### src/sv/cce_pkg.sv
// Shared types and constants of the cascaded comb echo block.
// No dependencies; the other files, cce_ram excepted, refer to it by scoped names.
`timescale 1ns / 1ps
`default_nettype none

package cce_pkg;

    // Parameter defaults
    localparam int MAX_DELAY_DEF    = 4096;
    localparam int MAX_REPEAT_DEF   = 4;
    localparam int SAMPLE_WIDTH_DEF = 16;

    // Fixed field widths
    localparam int GAIN_W      = 17;
    localparam int DELAY_W     = 12;
    localparam int REPEAT_W    = 3;
    localparam int STAGE_GUARD = 8;   // stage values carry 8 bits of headroom
    localparam int FRAC_BITS   = 15;  // Q2.15 gain
    localparam int ROUND_HALF  = 16384;

    localparam logic signed [GAIN_W-1:0] GAIN_MAX = 17'sd32768;
    localparam logic signed [GAIN_W-1:0] GAIN_MIN = -17'sd32768;

    // Register reset values
    localparam logic [GAIN_W-1:0]   GAIN_RST   = 17'd16384;
    localparam logic [DELAY_W-1:0]  DELAY_RST  = 12'd1000;
    localparam logic [REPEAT_W-1:0] REPEAT_RST = 3'd1;

    // APB port
    localparam int APB_AW = 4;
    localparam int APB_DW = 32;

    // Register indexes (byte address / 4)
    localparam logic [1:0] REG_GAIN   = 2'd0;
    localparam logic [1:0] REG_DELAY  = 2'd1;
    localparam logic [1:0] REG_REPEAT = 2'd2;

    // Queue between front and back; depth must be a power of two
    localparam int Q_DEPTH = 2;
    localparam int Q_AW    = $clog2(Q_DEPTH);

    // How a stage obtains its delayed tap
    typedef enum logic [1:0] {
        TAP_ZERO,   // tap reaches before clip start
        TAP_MEM,    // tap comes from the history ring
        TAP_SELF    // zero delay: tap is the stage input
    } t_tap;

endpackage

`default_nettype wire

### src/sv/cce_front.sv
// Front end: accepts samples, tracks ring position and clip history,
// classifies the tap source and queues the transaction for the back end.
// Depends on cce_pkg.
`timescale 1ns / 1ps
`default_nettype none

module cce_front #(
    parameter int MAX_DELAY    = cce_pkg::MAX_DELAY_DEF,
    parameter int SAMPLE_WIDTH = cce_pkg::SAMPLE_WIDTH_DEF
) (
    input  wire logic                           i_clk,
    input  wire logic                           i_rst_n,
    input  wire logic                           i_valid,
    output logic                                o_ready,
    input  wire logic signed [SAMPLE_WIDTH-1:0] i_sample,
    input  wire logic                           i_clip_start,
    input  wire logic [$clog2(MAX_DELAY)-1:0]   i_delay,
    output logic                                o_q_valid,
    input  wire logic                           i_q_ready,
    output logic signed [SAMPLE_WIDTH-1:0]      o_q_sample,
    output logic      [$clog2(MAX_DELAY)-1:0]   o_q_ptr,
    output cce_pkg::t_tap                       o_q_mode
);

    localparam int PW = $clog2(MAX_DELAY);
    localparam int CW = $clog2(MAX_DELAY + 1);

    logic [PW-1:0]                  r_wp;
    logic [CW-1:0]                  r_seen;
    logic [CW-1:0]                  seen_eff;
    cce_pkg::t_tap                  mode;

    logic signed [SAMPLE_WIDTH-1:0] r_q_sample [cce_pkg::Q_DEPTH];
    logic [PW-1:0]                  r_q_ptr    [cce_pkg::Q_DEPTH];
    cce_pkg::t_tap                  r_q_mode   [cce_pkg::Q_DEPTH];
    logic [cce_pkg::Q_AW-1:0]       r_wr;
    logic [cce_pkg::Q_AW-1:0]       r_rd;
    logic [cce_pkg::Q_AW:0]         r_cnt;
    logic                           push;
    logic                           pop;

    assign o_ready   = (r_cnt != (cce_pkg::Q_AW + 1)'(cce_pkg::Q_DEPTH));
    assign o_q_valid = (r_cnt != '0);
    assign push      = i_valid && o_ready;
    assign pop       = o_q_valid && i_q_ready;

    assign o_q_sample = r_q_sample[r_rd];
    assign o_q_ptr    = r_q_ptr[r_rd];
    assign o_q_mode   = r_q_mode[r_rd];

    // A new clip restarts the count before the tap check
    always_comb begin
        seen_eff = i_clip_start ? '0 : r_seen;
        if (i_delay == '0) begin
            mode = cce_pkg::TAP_SELF;
        end else if (seen_eff >= CW'(i_delay)) begin
            mode = cce_pkg::TAP_MEM;
        end else begin
            mode = cce_pkg::TAP_ZERO;
        end
    end

    always_ff @(posedge i_clk) begin
        if (!i_rst_n) begin
            r_wp   <= '0;
            r_seen <= '0;
            r_wr   <= '0;
            r_rd   <= '0;
            r_cnt  <= '0;
        end else begin
            if (push) begin
                r_q_sample[r_wr] <= i_sample;
                r_q_ptr[r_wr]    <= r_wp;
                r_q_mode[r_wr]   <= mode;
                r_wr             <= r_wr + 1'b1;
                r_wp   <= (r_wp == PW'(MAX_DELAY - 1)) ? '0 : r_wp + 1'b1;
                r_seen <= (seen_eff < CW'(MAX_DELAY)) ? seen_eff + 1'b1 : seen_eff;
            end
            if (pop) begin
                r_rd <= r_rd + 1'b1;
            end
            if (push && !pop) begin
                r_cnt <= r_cnt + 1'b1;
            end else if (pop && !push) begin
                r_cnt <= r_cnt - 1'b1;
            end
        end
    end

endmodule

`default_nettype wire

### config.mk
export PLATFORM = sky130hd
export DESIGN_NAME = cce_front
export DESIGN_NICKNAME = d
export VERILOG_FILES = /design/src/sv/cce_pkg.sv /design/src/sv/cce_front.sv
export SDC_FILE = /design/constraint.sdc
export NUM_CORES = 1
export LEC_CHECK = 0
export ABC_AREA = 1
export BUFFER_PORTS_ARGS = -buffer_cell sky130_fd_sc_hd__buf_2
export CORE_UTILIZATION = 56
export DETAILED_ROUTE_END_ITERATION = 12
export PLACE_DENSITY_LB_ADDON = 0.15
export SYNTH_ARGS = -nofsm -noshare
export SYNTH_HDL_FRONTEND = slang
export SYNTH_SLANG_ARGS = --single-unit
### constraint.sdc
create_clock -name i_clk -period 3.3 [get_ports i_clk]
set_input_delay 0.165 -clock i_clk [delete_from_list [all_inputs] [get_ports i_clk]]
set_output_delay 0.165 -clock i_clk [all_outputs]
set_load 0.05 [all_outputs]
After elaboration in Yosys (flattened, before gate mapping)
Memory sizes are Yosys's and may differ from the RTL's. A register that Yosys moved wholly into a read port is not among the register bits. Index checks and enable logic that the tools add are counted.

Bits in registers: 29. RAM bits: 60. Input port bits: 33. Output and inout bits: 32. Memories: 3.

Memories: r_q_sample (depth 2, width 16, rd ports 1, clocked after Yosys merged registers in 1, write ports 1, line cce_front.sv:33) `logic signed [SAMPLE_WIDTH-1:0] r_q_sample [cce_pkg::Q_DEPTH];`; r_q_ptr (depth 2, width 12, rd ports 1, clocked after Yosys merged registers in 1, write ports 1, line cce_front.sv:34) `logic [PW-1:0] r_q_ptr [cce_pkg::Q_DEPTH];`; r_q_mode (depth 2, width 2, rd ports 1, clocked after Yosys merged registers in 1, write ports 1, line cce_front.sv:35) `cce_pkg::t_tap r_q_mode [cce_pkg::Q_DEPTH];`.

Add/subtract/negate cells: 6. $lt $le $gt $ge: 2. Equal/unequal tests: 2. Muxes and demuxes: 16. Reduce and logical (&&, ||, !) cells: 9.

Operator list (number): 13-bit 2-to-1 mux (2); 13-bit by 1-bit adder with 13-bit output (second input constant) (1); 13-bit by 12-bit >= comparator with 1-bit output (1); 13-bit < comparator (second input constant) (1); 12-bit by 1-bit adder with 12-bit output (second input constant) (1); 12-bit equality test (second input constant) (1); 12-bit zero test (1); 12-bit 2-to-1 mux (1); 1-bit 2-to-1 mux (10); 2-bit 2-to-1 mux (3); 1-bit logical AND (4); 2-bit nonzero test (2); 1-bit adder (second input constant) (2); 2-bit by 1-bit adder with 2-bit output (second input constant) (1); 1-bit zero test (2); 2-bit inequality test (second input constant) (1); 2-bit by 1-bit subtractor with 2-bit output (second input constant) (1).

Logic depth before layout (Yosys ltp)
Depth after elaboration: 6. Mapped depth: 13. Mapped depth without buffers: 12.

Worst setup path after synthesis
No wires, ideal clock.

Path type: flip-flop to flip-flop. Start: register r_cnt[0] (netlist name). End: memory r_q_mode[0][0] (netlist name), enable pin. Setup time: 0.417 ns. Arrival: 2.180 ns. Slack: 0.703 ns. Stages on the path, launching flop included: 8. Path buffers: 1. Period minus slack after synthesis: 2.597 ns. Cell sequence: dfxtp_1 > inv_2 > nand2_4 > nand2_4 > inv_2 > buf_6 > nand2_1 > nor2_1.

Cells in the longest elaborated chain, start to end: 5.

RTL lines: start: declaration (line cce_front.sv:38) `logic [cce_pkg::Q_AW:0] r_cnt;`; start signal: assignment (line cce_front.sv:83) `r_cnt <= r_cnt + 1'b1;`; start signal: assignment (line cce_front.sv:85) `r_cnt <= r_cnt - 1'b1;`; 2-bit inequality test (line cce_front.sv:42) `assign o_ready = (r_cnt != (cce_pkg::Q_AW + 1)'(cce_pkg::Q_DEPTH));`; named net o_ready (line cce_front.sv:14) `output logic o_ready,`; 1-bit logical AND (line cce_front.sv:44) `assign push = i_valid && o_ready;`; named net push (line cce_front.sv:39) `logic push;`; 1-bit 2-to-1 mux (line cce_front.sv:71) `if (push) begin`; 1-bit 2-to-1 mux (line cce_front.sv:64) `if (!i_rst_n) begin`; 1-bit 2-to-1 mux (not written as such) (line cce_front.sv:74) `r_q_mode[r_wr] <= mode;`; end: declaration (line cce_front.sv:35).

The timed path passes the listed nets, and every way through them passes these cells.

Worst setup path in the final report
Start: register r_cnt[0] (netlist name). End: memory r_q_sample[0][7] (netlist name), enable pin.

Cells in the longest elaborated chain, start to end: 5.

RTL lines: 2-bit inequality test (line cce_front.sv:42); 1-bit logical AND (line cce_front.sv:44); 1-bit 2-to-1 mux (line cce_front.sv:71); 1-bit 2-to-1 mux (line cce_front.sv:64); 1-bit 2-to-1 mux (not written as such) (line cce_front.sv:72) `r_q_sample[r_wr] <= i_sample;`; end: declaration (line cce_front.sv:33).

No other way between the ends.

==> impl_metrics.ini <==
[outcome]
status = complete, no violations

[logic_synthesis]
synth_top_cell_area_share_pct = 44.02
synth_largest_area_cell = edfxtp_1
synth_cell_types = 32
synthArstFlopShare_pct = 0
synth_seq_area_share_pct = 58.70
syn_area_per_cell_um2 = 10.66
synth_area_leaders = edfxtp_1, dfxtp_1, mux2_2, nand2_1, inv_1
yosys_warnings = 0
synth_seq_cells = 90
syn-cell-area_um2 = 4093
synthMostInstantiatedCell = edfxtp_1
synth-edff-count = 60
synth_common_cells = edfxtp_1, nand2_1, inv_1
synthFlopType = edfxtp_1
synthCells = 384
syn_nets = 429

[floorplanning]
rows = 30
dieHeight_um = 87.49
initial_core_util_pct = 58.94
dieArea_um2 = 7655
core-area_um2 = 6944
die_w_um = 87.49
ios = 65

[cells_and_area]
final_util_pct = 70.38
num_antenna_cells = 0
multi_input_area_um2 = 1448
nets = 514
syn2layout_area_growth_pct = 19.41
n_fill_cell = 536
drive_above_1_share_pct = 27.43
ff_latch_area_um2 = 2402
stdcell_count = 570

[clock_network]
clkSinkCount = 90
clk_latency_ps = 360
root_buffer = clkbuf_8
cts_tree = yes
numCtsBuffers = 9
post_cts_buffers = 0
cts.path.max_buffers = 2
cts_resized = 0
cts.clk_slew.worst_paths_ps = 90
cts_hold_buf = 15
htree_levels = 3

[placement]
port_buffers = 64
finalWeightedCongestion = 0.9272
dpl.cell_count = 538
hpwl_um = 5166

[route]
vias_per_cell = 5.033
drc = 0
drt_wl_total_um = 7364
wire_per_inst_um = 12.92
dr.first_iter.drc_count = 146
via_count = 2869
drtPass1Iterations = 4
antenna_left = 0

[sta]
report.final.hold_viol_count = 0
slew_viol_final = 0
fin_crit_ps = 2052
setup_viol_count_final = 0
rsz0062_at_grt = no
worst_pin_slew_ps = 534.7
min_period_over_period_pct = 62.17
clock.fmax_mhz = 487.4
max_slew_margin_pct = 64.32
tns_ps = 0
skew_ps = 13.80

[global_routing]
grt_pass1_vias = 2749
antenna_found_initial = 0
grt-ovfl-total = 0
grt_max_degree = 31
grt_use_total_pct = 20.72
grt_first_pass_wirelength_um = 11940

[flow_run]
cap_violations = 0

[worst_setup_path]
critPathKind = reg -> reg
critPathLaunchType = register
worstPathMaxFanout = 21
critPathArrivalTime_ps = 2090
end_kind = register
worstPathRequired_ps = 3340

[power_and_ir_drop]
p_per_area_nw_per_um2 = 634.2
p_leak_nw = 1.964
ir_worst_vdd_v = 0.0004961

[hold_path]
hp-class = in -> reg
worst max-delay path, cell delays in order (launching register included):
cell     delay, ps
dfxtp_1        340
inv_2           70
nand2_4         70
nand2_4         70
inv_2          180
nand2_1        160
nor2_2         450
buf_4          390
cell usage in the layout, fill, tap and decap left out, types with 3 or more instances in the layout:
cell | synthesis | layout
edfxtp_1 | 60 | 60
nand2_4 | 3 | 3
dfxtp_1 | 30 | 30
mux2_2 | 30 | 30
nand2_2 | 3 | 3
buf_4 | 0 | 3
ha_1 | 12 | 12
xor2_1 | 4 | 4
nor2_1 | 41 | 39
nand4_1 | 10 | 10
nor3_1 | 9 | 9
inv_1 | 46 | 46
a211oi_1 | 4 | 4
nor2_2 | 4 | 6
o21ai_0 | 13 | 13
a21oi_1 | 20 | 20
dlygate4sd3_1 | 0 | 16
nand3_1 | 17 | 17
clkbuf_8 | 0 | 9
nand2_1 | 54 | 54
nor3b_1 | 3 | 3
buf_2 | 3 | 64
inv_8 | 1 | 3
cell type report:
type                       instances  area share, %
tap                               96          2.458
clock inverter                     7          1.946
multi-input combinational        235          29.62
timing repair buffer              83          10.29
clock buffer                       9          2.535
inverter                          50          3.994
sequential                        90          49.16
logic make-up after synthesis:
| kind of cell | synth area share, % |
|---|---|
| and+or+nand+nor | 16.57 |
| muxes | 8.254 |
| DFF | 58.70 |
| AOI/OAI and AO/OA | 5.687 |
| adders and majority gates | 3.669 |
| buffers and inverters | 6.053 |
| xor gates and xnor gates | 1.070 |
metal layers:
layer  global-route usage (%)  share of wire (%)
met1                    25.09                 46
met3                    4.834                3.5
met2                    36.22                 49
met4                    7.154                1.2
met5                        0                  0
where the power goes:
group | switching, W | internal, W | leakage, nW
logic | 0.000693 | 0.000280 | 1.05
registers | 0.0000366 | 0.00130 | 0.802
clock network | 0.000417 | 0.000372 | 0.111
total | 0.00115 | 0.00195 | 1.96
flip-flops by register name, indices dropped and copies added (netlist names), named ones only:
signal and count:
r_wr 1, r_q_sample 32, r_q_ptr 24, r_cnt 2
r_seen 13, r_wp 12, r_q_mode 4, r_rd 1
stage by stage:
| step | total power [W] | area, um^2 | hold slack [ps] | setup WS (ps) |
|---|---|---|---|---|
| 6_report | 0.003100 | 4887 | 138.6 | 1248 |
| 5_1_grt | 0.003230 | 4887 | 156.6 | 1076 |
| 2_1_floorplan | 0.002133 | 4093 | 263.9 | 702.9 |
| 3_3_place_gp | 0.002309 | 4508 | 357.3 | 1312 |
| 3_5_place_dp | 0.002325 | 4508 | 358.6 | 1220 |
| 4_1_cts | 0.003119 | 4877 | 3.587 | 1188 |
path summary, 6_finish.rpt:
check        startpoint          endpoint  slack, ps  depth (start not counted)
max            r_cnt[0]  r_q_sample[0][7]       1250                          7
min             i_valid           r_wp[1]        140                          4
max reg2reg    r_cnt[0]  r_q_sample[0][7]       1250                          7
min reg2reg     r_wp[2]     r_q_ptr[1][2]        480                          0
Note: power is estimated with default switching activity, not from simulation.
