<file path="src/sv/cce_pkg.sv">
// Shared types and constants of the cascaded comb echo block.
// No dependencies; the other files, cce_ram excepted, refer to it by scoped names.
`timescale 1ns / 1ps
`default_nettype none

package cce_pkg;

    // Parameter defaults
    localparam int MAX_DELAY_DEF    = 4096;
    localparam int MAX_REPEAT_DEF   = 4;
    localparam int SAMPLE_WIDTH_DEF = 16;

    // Fixed field widths
    localparam int GAIN_W      = 17;
    localparam int DELAY_W     = 12;
    localparam int REPEAT_W    = 3;
    localparam int STAGE_GUARD = 8;   // stage values carry 8 bits of headroom
    localparam int FRAC_BITS   = 15;  // Q2.15 gain
    localparam int ROUND_HALF  = 16384;

    localparam logic signed [GAIN_W-1:0] GAIN_MAX = 17'sd32768;
    localparam logic signed [GAIN_W-1:0] GAIN_MIN = -17'sd32768;

    // Register reset values
    localparam logic [GAIN_W-1:0]   GAIN_RST   = 17'd16384;
    localparam logic [DELAY_W-1:0]  DELAY_RST  = 12'd1000;
    localparam logic [REPEAT_W-1:0] REPEAT_RST = 3'd1;

    // APB port
    localparam int APB_AW = 4;
    localparam int APB_DW = 32;

    // Register indexes (byte address / 4)
    localparam logic [1:0] REG_GAIN   = 2'd0;
    localparam logic [1:0] REG_DELAY  = 2'd1;
    localparam logic [1:0] REG_REPEAT = 2'd2;

    // Queue between front and back; depth must be a power of two
    localparam int Q_DEPTH = 2;
    localparam int Q_AW    = $clog2(Q_DEPTH);

    // How a stage obtains its delayed tap
    typedef enum logic [1:0] {
        TAP_ZERO,   // tap reaches before clip start
        TAP_MEM,    // tap comes from the history ring
        TAP_SELF    // zero delay: tap is the stage input
    } t_tap;

endpackage

`default_nettype wire

</file>
<file path="src/sv/cce_regs.sv">
// APB register file: gain, delay and repeat count, with range clamping.
// Depends on cce_pkg.
`timescale 1ns / 1ps
`default_nettype none

module cce_regs #(
    parameter int MAX_DELAY  = cce_pkg::MAX_DELAY_DEF,
    parameter int MAX_REPEAT = cce_pkg::MAX_REPEAT_DEF
) (
    input  wire logic                               i_clk,
    input  wire logic                               i_rst_n,
    input  wire logic                               psel,
    input  wire logic                               penable,
    input  wire logic                               pwrite,
    input  wire logic [cce_pkg::APB_AW-1:0]         paddr,
    input  wire logic [cce_pkg::APB_DW-1:0]         pwdata,
    output logic      [cce_pkg::APB_DW-1:0]         prdata,
    output logic                                    pready,
    output logic signed [cce_pkg::GAIN_W-1:0]       o_gain,
    output logic      [$clog2(MAX_DELAY)-1:0]       o_delay,
    output logic      [cce_pkg::REPEAT_W-1:0]       o_reps
);

    localparam int PW = $clog2(MAX_DELAY);

    logic [cce_pkg::GAIN_W-1:0]   r_gain;
    logic [cce_pkg::DELAY_W-1:0]  r_delay;
    logic [cce_pkg::REPEAT_W-1:0] r_repeat;
    logic [1:0]                   reg_idx;
    logic                         wr_en;

    assign reg_idx = paddr[cce_pkg::APB_AW-1:2];
    assign wr_en   = psel && penable && pwrite;
    assign pready  = 1'b1;

    always_ff @(posedge i_clk) begin
        if (!i_rst_n) begin
            r_gain   <= cce_pkg::GAIN_RST;
            r_delay  <= cce_pkg::DELAY_RST;
            r_repeat <= cce_pkg::REPEAT_RST;
        end else if (wr_en) begin
            unique case (reg_idx)
                cce_pkg::REG_GAIN:   r_gain   <= pwdata[cce_pkg::GAIN_W-1:0];
                cce_pkg::REG_DELAY:  r_delay  <= pwdata[cce_pkg::DELAY_W-1:0];
                cce_pkg::REG_REPEAT: r_repeat <= pwdata[cce_pkg::REPEAT_W-1:0];
                default: ;
            endcase
        end
    end

    always_comb begin
        unique case (reg_idx)
            cce_pkg::REG_GAIN:   prdata = cce_pkg::APB_DW'(r_gain);
            cce_pkg::REG_DELAY:  prdata = cce_pkg::APB_DW'(r_delay);
            cce_pkg::REG_REPEAT: prdata = cce_pkg::APB_DW'(r_repeat);
            default:             prdata = '0;
        endcase
    end

    // Clamped views used by the datapath
    always_comb begin
        if ($signed(r_gain) > cce_pkg::GAIN_MAX) begin
            o_gain = cce_pkg::GAIN_MAX;
        end else if ($signed(r_gain) < cce_pkg::GAIN_MIN) begin
            o_gain = cce_pkg::GAIN_MIN;
        end else begin
            o_gain = $signed(r_gain);
        end

        if (32'(r_delay) > 32'(MAX_DELAY - 1)) begin
            o_delay = PW'(MAX_DELAY - 1);
        end else begin
            o_delay = PW'(r_delay);
        end

        if (32'(r_repeat) > 32'(MAX_REPEAT)) begin
            o_reps = cce_pkg::REPEAT_W'(MAX_REPEAT);
        end else begin
            o_reps = r_repeat;
        end
    end

endmodule

`default_nettype wire

</file>
<file path="config.mk">
export PLATFORM = sky130hd
export DESIGN_NAME = cce_regs
export DESIGN_NICKNAME = d
export VERILOG_FILES = /design/src/sv/cce_pkg.sv /design/src/sv/cce_regs.sv
export SDC_FILE = /design/constraint.sdc
export NUM_CORES = 1
export LEC_CHECK = 0
export BUFFER_PORTS_ARGS = -buffer_cell sky130_fd_sc_hd__buf_4
export CAP_MARGIN = 0
export CELL_PAD_IN_SITES_DETAIL_PLACEMENT = 0
export CELL_PAD_IN_SITES_GLOBAL_PLACEMENT = 1
export CORE_UTILIZATION = 30
export DETAILED_ROUTE_END_ITERATION = 10
export MAX_ROUTING_LAYER = met4
export PLACE_DENSITY_LB_ADDON = 0.08
export SLEW_MARGIN = 5
export SYNTH_ARGS = -nofsm -noshare
export SYNTH_HDL_FRONTEND = slang
export SYNTH_SLANG_ARGS = --single-unit
</file>
<file path="constraint.sdc">
create_clock -name i_clk -period 1.5 [get_ports i_clk]
set_input_delay 0.15 -clock i_clk [delete_from_list [all_inputs] [get_ports i_clk]]
set_output_delay 0.15 -clock i_clk [all_outputs]
set_load 0.005 [all_outputs]
</file>
After elaboration in Yosys (flattened, before gate mapping). Index checks and enable logic that the tools add are counted.

Register bits: 32. Input port bits: 41. Output and inout port bits: 65. Word-level logic and storage cells: 18.

Order comparisons: 3. Equality and inequality tests: 2. Multiplexer cells: 4. Reduce and logical (&&, ||, !) cells: 6.

Operators by type and width (number): case mux 17 bit (3 select lines) (1); 2-to-1 mux 17 bit (2); > comparator 17 bit, second input constant (1); < comparator 17 x 16 -> 1 bit, second input constant (1); AND reduction 2 bit (3); > comparator 3 bit, second input constant (1); 2-to-1 mux 3 bit (1); == test 2 x 1 -> 1 bit, second input constant (1); == test 2 bit, second input constant (1); logical AND 1 bit (2); zero test 2 bit (1).

Longest topological paths before layout.
Depth in word-level cells: 3. Gate-level depth with buffers: 6.

Worst setup path after synthesis. No wires, ideal clock.

Kind: flip-flop to output port. From: register r_gain[3] in the netlist's numbering. To: output o_gain[10] in the netlist's numbering. Arrival: 1.147 ns. Data required time: 1.350 ns. Slack: 0.203 ns. Stages on the path, launching flop included: 5. Path buffers: 1. Cells stage by stage: dfxtp_1 > nor4_2 > a41oi_2 > buf_6 > a21oi_2.

Longest elaborated chain between the ends: 3. Elaborated cells between the ends (all ways): 4.

Ends and longest elaborated chain: from (decl) (line cce_regs.sv:26) `logic [cce_pkg::GAIN_W-1:0] r_gain;`; from (signal assigned) (line cce_regs.sv:38) `r_gain <= cce_pkg::GAIN_RST;`; from (signal assigned) (line cce_regs.sv:43) `cce_pkg::REG_GAIN: r_gain <= pwdata[cce_pkg::GAIN_W-1:0];`; < comparator 17 x 16 -> 1 bit (line cce_regs.sv:64) `end else if ($signed(r_gain) < cce_pkg::GAIN_MIN) begin`; 2-to-1 mux 17 bit (line cce_regs.sv:64); 2-to-1 mux 17 bit * (line cce_regs.sv:62) `if ($signed(r_gain) > cce_pkg::GAIN_MAX) begin`; to (decl) (line cce_regs.sv:19) `output logic signed [cce_pkg::GAIN_W-1:0] o_gain,`.

Every way passes the cells marked *; elsewhere a longest branch is shown, timed or not.

Worst setup path after layout.
From: register r_gain[6] in the netlist's numbering. To: output o_gain[1] in the netlist's numbering.

Same word-level chain as after synthesis.

==> results by group <==
Status
  • Run status: finished, violations left
  • Violations in the final reports: setup timing

Route
  • Vias post-DR: 1996
  • DRC: 0
  • Avg Vias per Cell: around 4.9
  • Wire length on met2: 2610 µm
  • Wirelength, routed: approximately 6000 µm
  • Met3 routed wirelength: just under 300 µm
  • Wire length the detailed router placed on met1: between 3000 and 4000 µm
  • Highest metal layer with signal wires: met4
  • Number of detailed-route iterations in the first pass: 4
  • Post-detailed-route count of antenna-violating nets: 0
  • Routed length per instance: 14.8 µm
  • Iter 0 DRT Violations: 95

Synthesis
  • Number of distinct library cell variants in the gate-level netlist after synthesis: 27
  • Total number of yosys warnings: 0
  • Mean Syn Cell Area: 7.79 µm²
  • Most frequent cell after synthesis: sky130_fd_sc_hd__nand3_1
  • Post-synthesis instance area: 1960 µm²
  • Syn Inst Count: 252
  • Most area-consuming cells after synthesis: sky130_fd_sc_hd__dfxtp_1, sky130_fd_sc_hd__nand3_1, sky130_fd_sc_hd__o21ai_0
  • Share of the synthesized area in the top cell type: 0.327
  • Post-synthesis cell type with the largest combined area: sky130_fd_sc_hd__dfxtp_1
  • Main synth FF type: sky130_fd_sc_hd__dfxtp_1
  • Sequential cell area fraction in the yosys report: 0.327
  • Synth async-reset ratio: 0
  • Number of synthesized register bits: 32
  • Commonest cells in the synthesized netlist: sky130_fd_sc_hd__nand3_1, sky130_fd_sc_hd__dfxtp_1, sky130_fd_sc_hd__o21ai_0
  • Number of synthesized flops with an enable pin: 0

Clocking
  • Clock buffers created by TritonCTS: 5
  • Root buf cell: sky130_fd_sc_hd__clkbuf_8
  • CTS H-tree depth: 2
  • Number of buffers inserted to repair setup after CTS: 0
  • Clock transition time at the flip-flop clock pins of the worst setup and hold paths: about 0.070 ns
  • Worst-Skew Late Latency: around 0.28 ns
  • Max Buffers Root-to-Sink: 2
  • CTS tree: done
  • Count of clock tree sinks: 32

Setup path
  • Critical register-to-register path endpoint: r_gain[4]
  • Worst r2r src: r_gain[4]
  • Nature of the critical path endpoint: primary output
  • Number of cell instances on the worst register-to-register path: 3
  • Crit path launch type: flip-flop
  • WS Path Type: reg -> out
  • CP Data Arrival Time: 1.58 ns
  • Worst-case register-to-register setup slack: 0.64 ns
  • Largest fanout on the critical path: 15
  • Required time at the worst-slack endpoint: 1.35 ns

Global routing
  • Vias in the first global route: 1953
  • Initial antenna violation count: 0
  • Residual overflow from global routing: 0
  • First-pass GRT wire length: 10100 µm
  • Aggregate global-route resource usage: 0.188
  • Largest net degree at the start of global routing: 33

Floorplanning
  • Overall die height: 82.9 µm
  • Floorplan die width: 82.9 µm
  • Top Ports: 106
  • Area of the core region: 6310 µm²
  • Starting Density: 0.311
  • Die area: 6870 µm²
  • # rows: 29

Timing
  • Count of final hold-check violations: 0
  • Total count of max-transition violations in the final report: 0
  • Unrepaired setup endpoints after global routing: yes
  • Shortest period the worst path allows: 1.73 ns
  • Least setup slack across all paths after layout: -0.229 ns
  • Final-report setup violation count: 15
  • Headroom to the max-slew limit: 0.653
  • Tcrit/Tclk final: 1.15
  • Maximum clock skew at final layout: 0 ns
  • Setup TNS: -3.11 ns
  • Fmax: 0.578 GHz
  • Actual slew at the worst max-slew pin: just over 0.5 ns

Placement
  • IO Port Bufs: 72
  • Worst Setup Slack post-DPL: -0.00611 ns
  • Total placed instance area: 2610 µm²
  • DPL Wire Length: 4160 µm
  • RD Place Congestion: 0.708

Worst hold path
  • Worst Hold Endpoint: r_gain[14]
  • Startpoint of the tightest hold check path: pwdata[14]
  • Hold Crit Depth: 3
  • Hold Path Class: in -> reg

Cells and area
  • Area Growth Syn to Fin: 38.8%
  • Fraction of layout instances using a drive strength above 1: 0.375
  • Antenna cells: 0
  • Layout filler cell count: 660
  • Area of all sequential standard cells: 644 µm²
  • Area of combinational cells with multiple inputs: 1150 µm²
  • Area of all placed cells without fillers: 2720 µm²
  • Number of nets in the finished design: 369
  • Final standard cell utilization of the core: 0.431

Power
  • IR Drop Worst-Case VDD: 0.352 mV
  • Power density over the cells: 661 nW/µm²
  • Leak Pwr: 0.00115 µW
  • Power Total: around 1800 µW

Flow run
  • Max-cap violations: 0
critical path, stage by stage (launching register included):
cell and delay [ns]:
sky130_fd_sc_hd__dfxtp_2 0.35, sky130_fd_sc_hd__nor4_4 0.31, sky130_fd_sc_hd__a41oi_2 0.18, sky130_fd_sc_hd__buf_12 0.20
sky130_fd_sc_hd__a21oi_1 0.14, sky130_fd_sc_hd__buf_4 0.12
per-layer routing:
layer  vias to the layer above  track usage
li1                        995            -
met1                       928        0.256
met2                        68        0.283
met3                         5       0.0417
met4                         0       0.0470
met5                         -            -
final cells by class:
cell class,count,area share
Clock buffer,6,0.0267
Clock inverter,1,0.00184
Inverter,2,0.00276
Multi-Input combinational cell,191,0.423
Sequential cell,32,0.237
Tap cell,77,0.0354
Timing Repair Buffer,96,0.274
cell families after synthesis:
kind of cell / count (synthesis) / synth area share
AOI/OAI and AO/OA: 75 / 0.247
and+or+nand+nor: 88 / 0.233
buffers and inverters: 43 / 0.128
muxes: 12 / 0.0612
DFF: 32 / 0.327
other: 2 / 0.00383
per-stage QoR:
stage                     hold slack, ns  std cells
after CTS                          0.107        405
after global routing               0.102        405
after global placement             0.399        398
after floorplan                    0.297        266
final                              0.111        405
after detailed placement           0.404        398
timing repair:
item | in CTS | in global routing
resized for setup | 5 | 3
pin swaps | 0 | 2
hold buffers | 0 | 0
setup endpoints to repair | 15 | 15
cells in the final DEF, fill, tap and decap left out, types with 2 or more instances in the layout:
cell type and instances:
sky130_fd_sc_hd__clkbuf_8 5, sky130_fd_sc_hd__a21oi_1 2, sky130_fd_sc_hd__buf_4 94, sky130_fd_sc_hd__buf_12 2, sky130_fd_sc_hd__and2_1 3, sky130_fd_sc_hd__nor4_4 2, sky130_fd_sc_hd__nor2b_1 4, sky130_fd_sc_hd__dfxtp_2 3
sky130_fd_sc_hd__nor2_1 12, sky130_fd_sc_hd__conb_1 16, sky130_fd_sc_hd__nand2b_1 3, sky130_fd_sc_hd__nand3_1 41, sky130_fd_sc_hd__a21oi_2 13, sky130_fd_sc_hd__a21boi_0 8, sky130_fd_sc_hd__a21boi_1 16, sky130_fd_sc_hd__o21ai_0 27
sky130_fd_sc_hd__nand2_1 19, sky130_fd_sc_hd__dfxtp_1 29, sky130_fd_sc_hd__o21ai_1 8, sky130_fd_sc_hd__mux2i_1 12
worst max path at each step:
stage | from | endpoint
floorplan | r_gain[3] | o_gain[10]
global placement | r_gain[3] | o_gain[1]
detailed placement | r_gain[3] | o_gain[3]
CTS | r_gain[3] | o_gain[2]
global route | r_gain[6] | o_gain[1]
finish | r_gain[6] | o_gain[1]
flip-flops by register name (all words and copies together), names as in the netlist:
name      flops
r_repeat      3
o_delay      12
r_gain       17
power breakdown:
part | internal [µW] | leakage, µW | total (µW) | switching [µW]
Combinational | 140 | 0.000853 | 296 | 157
Clock | 315 | 0.0000410 | 629 | 314
Sequential | 863 | 0.000260 | 874 | 11.1
(Power assumes the default switching activity.)
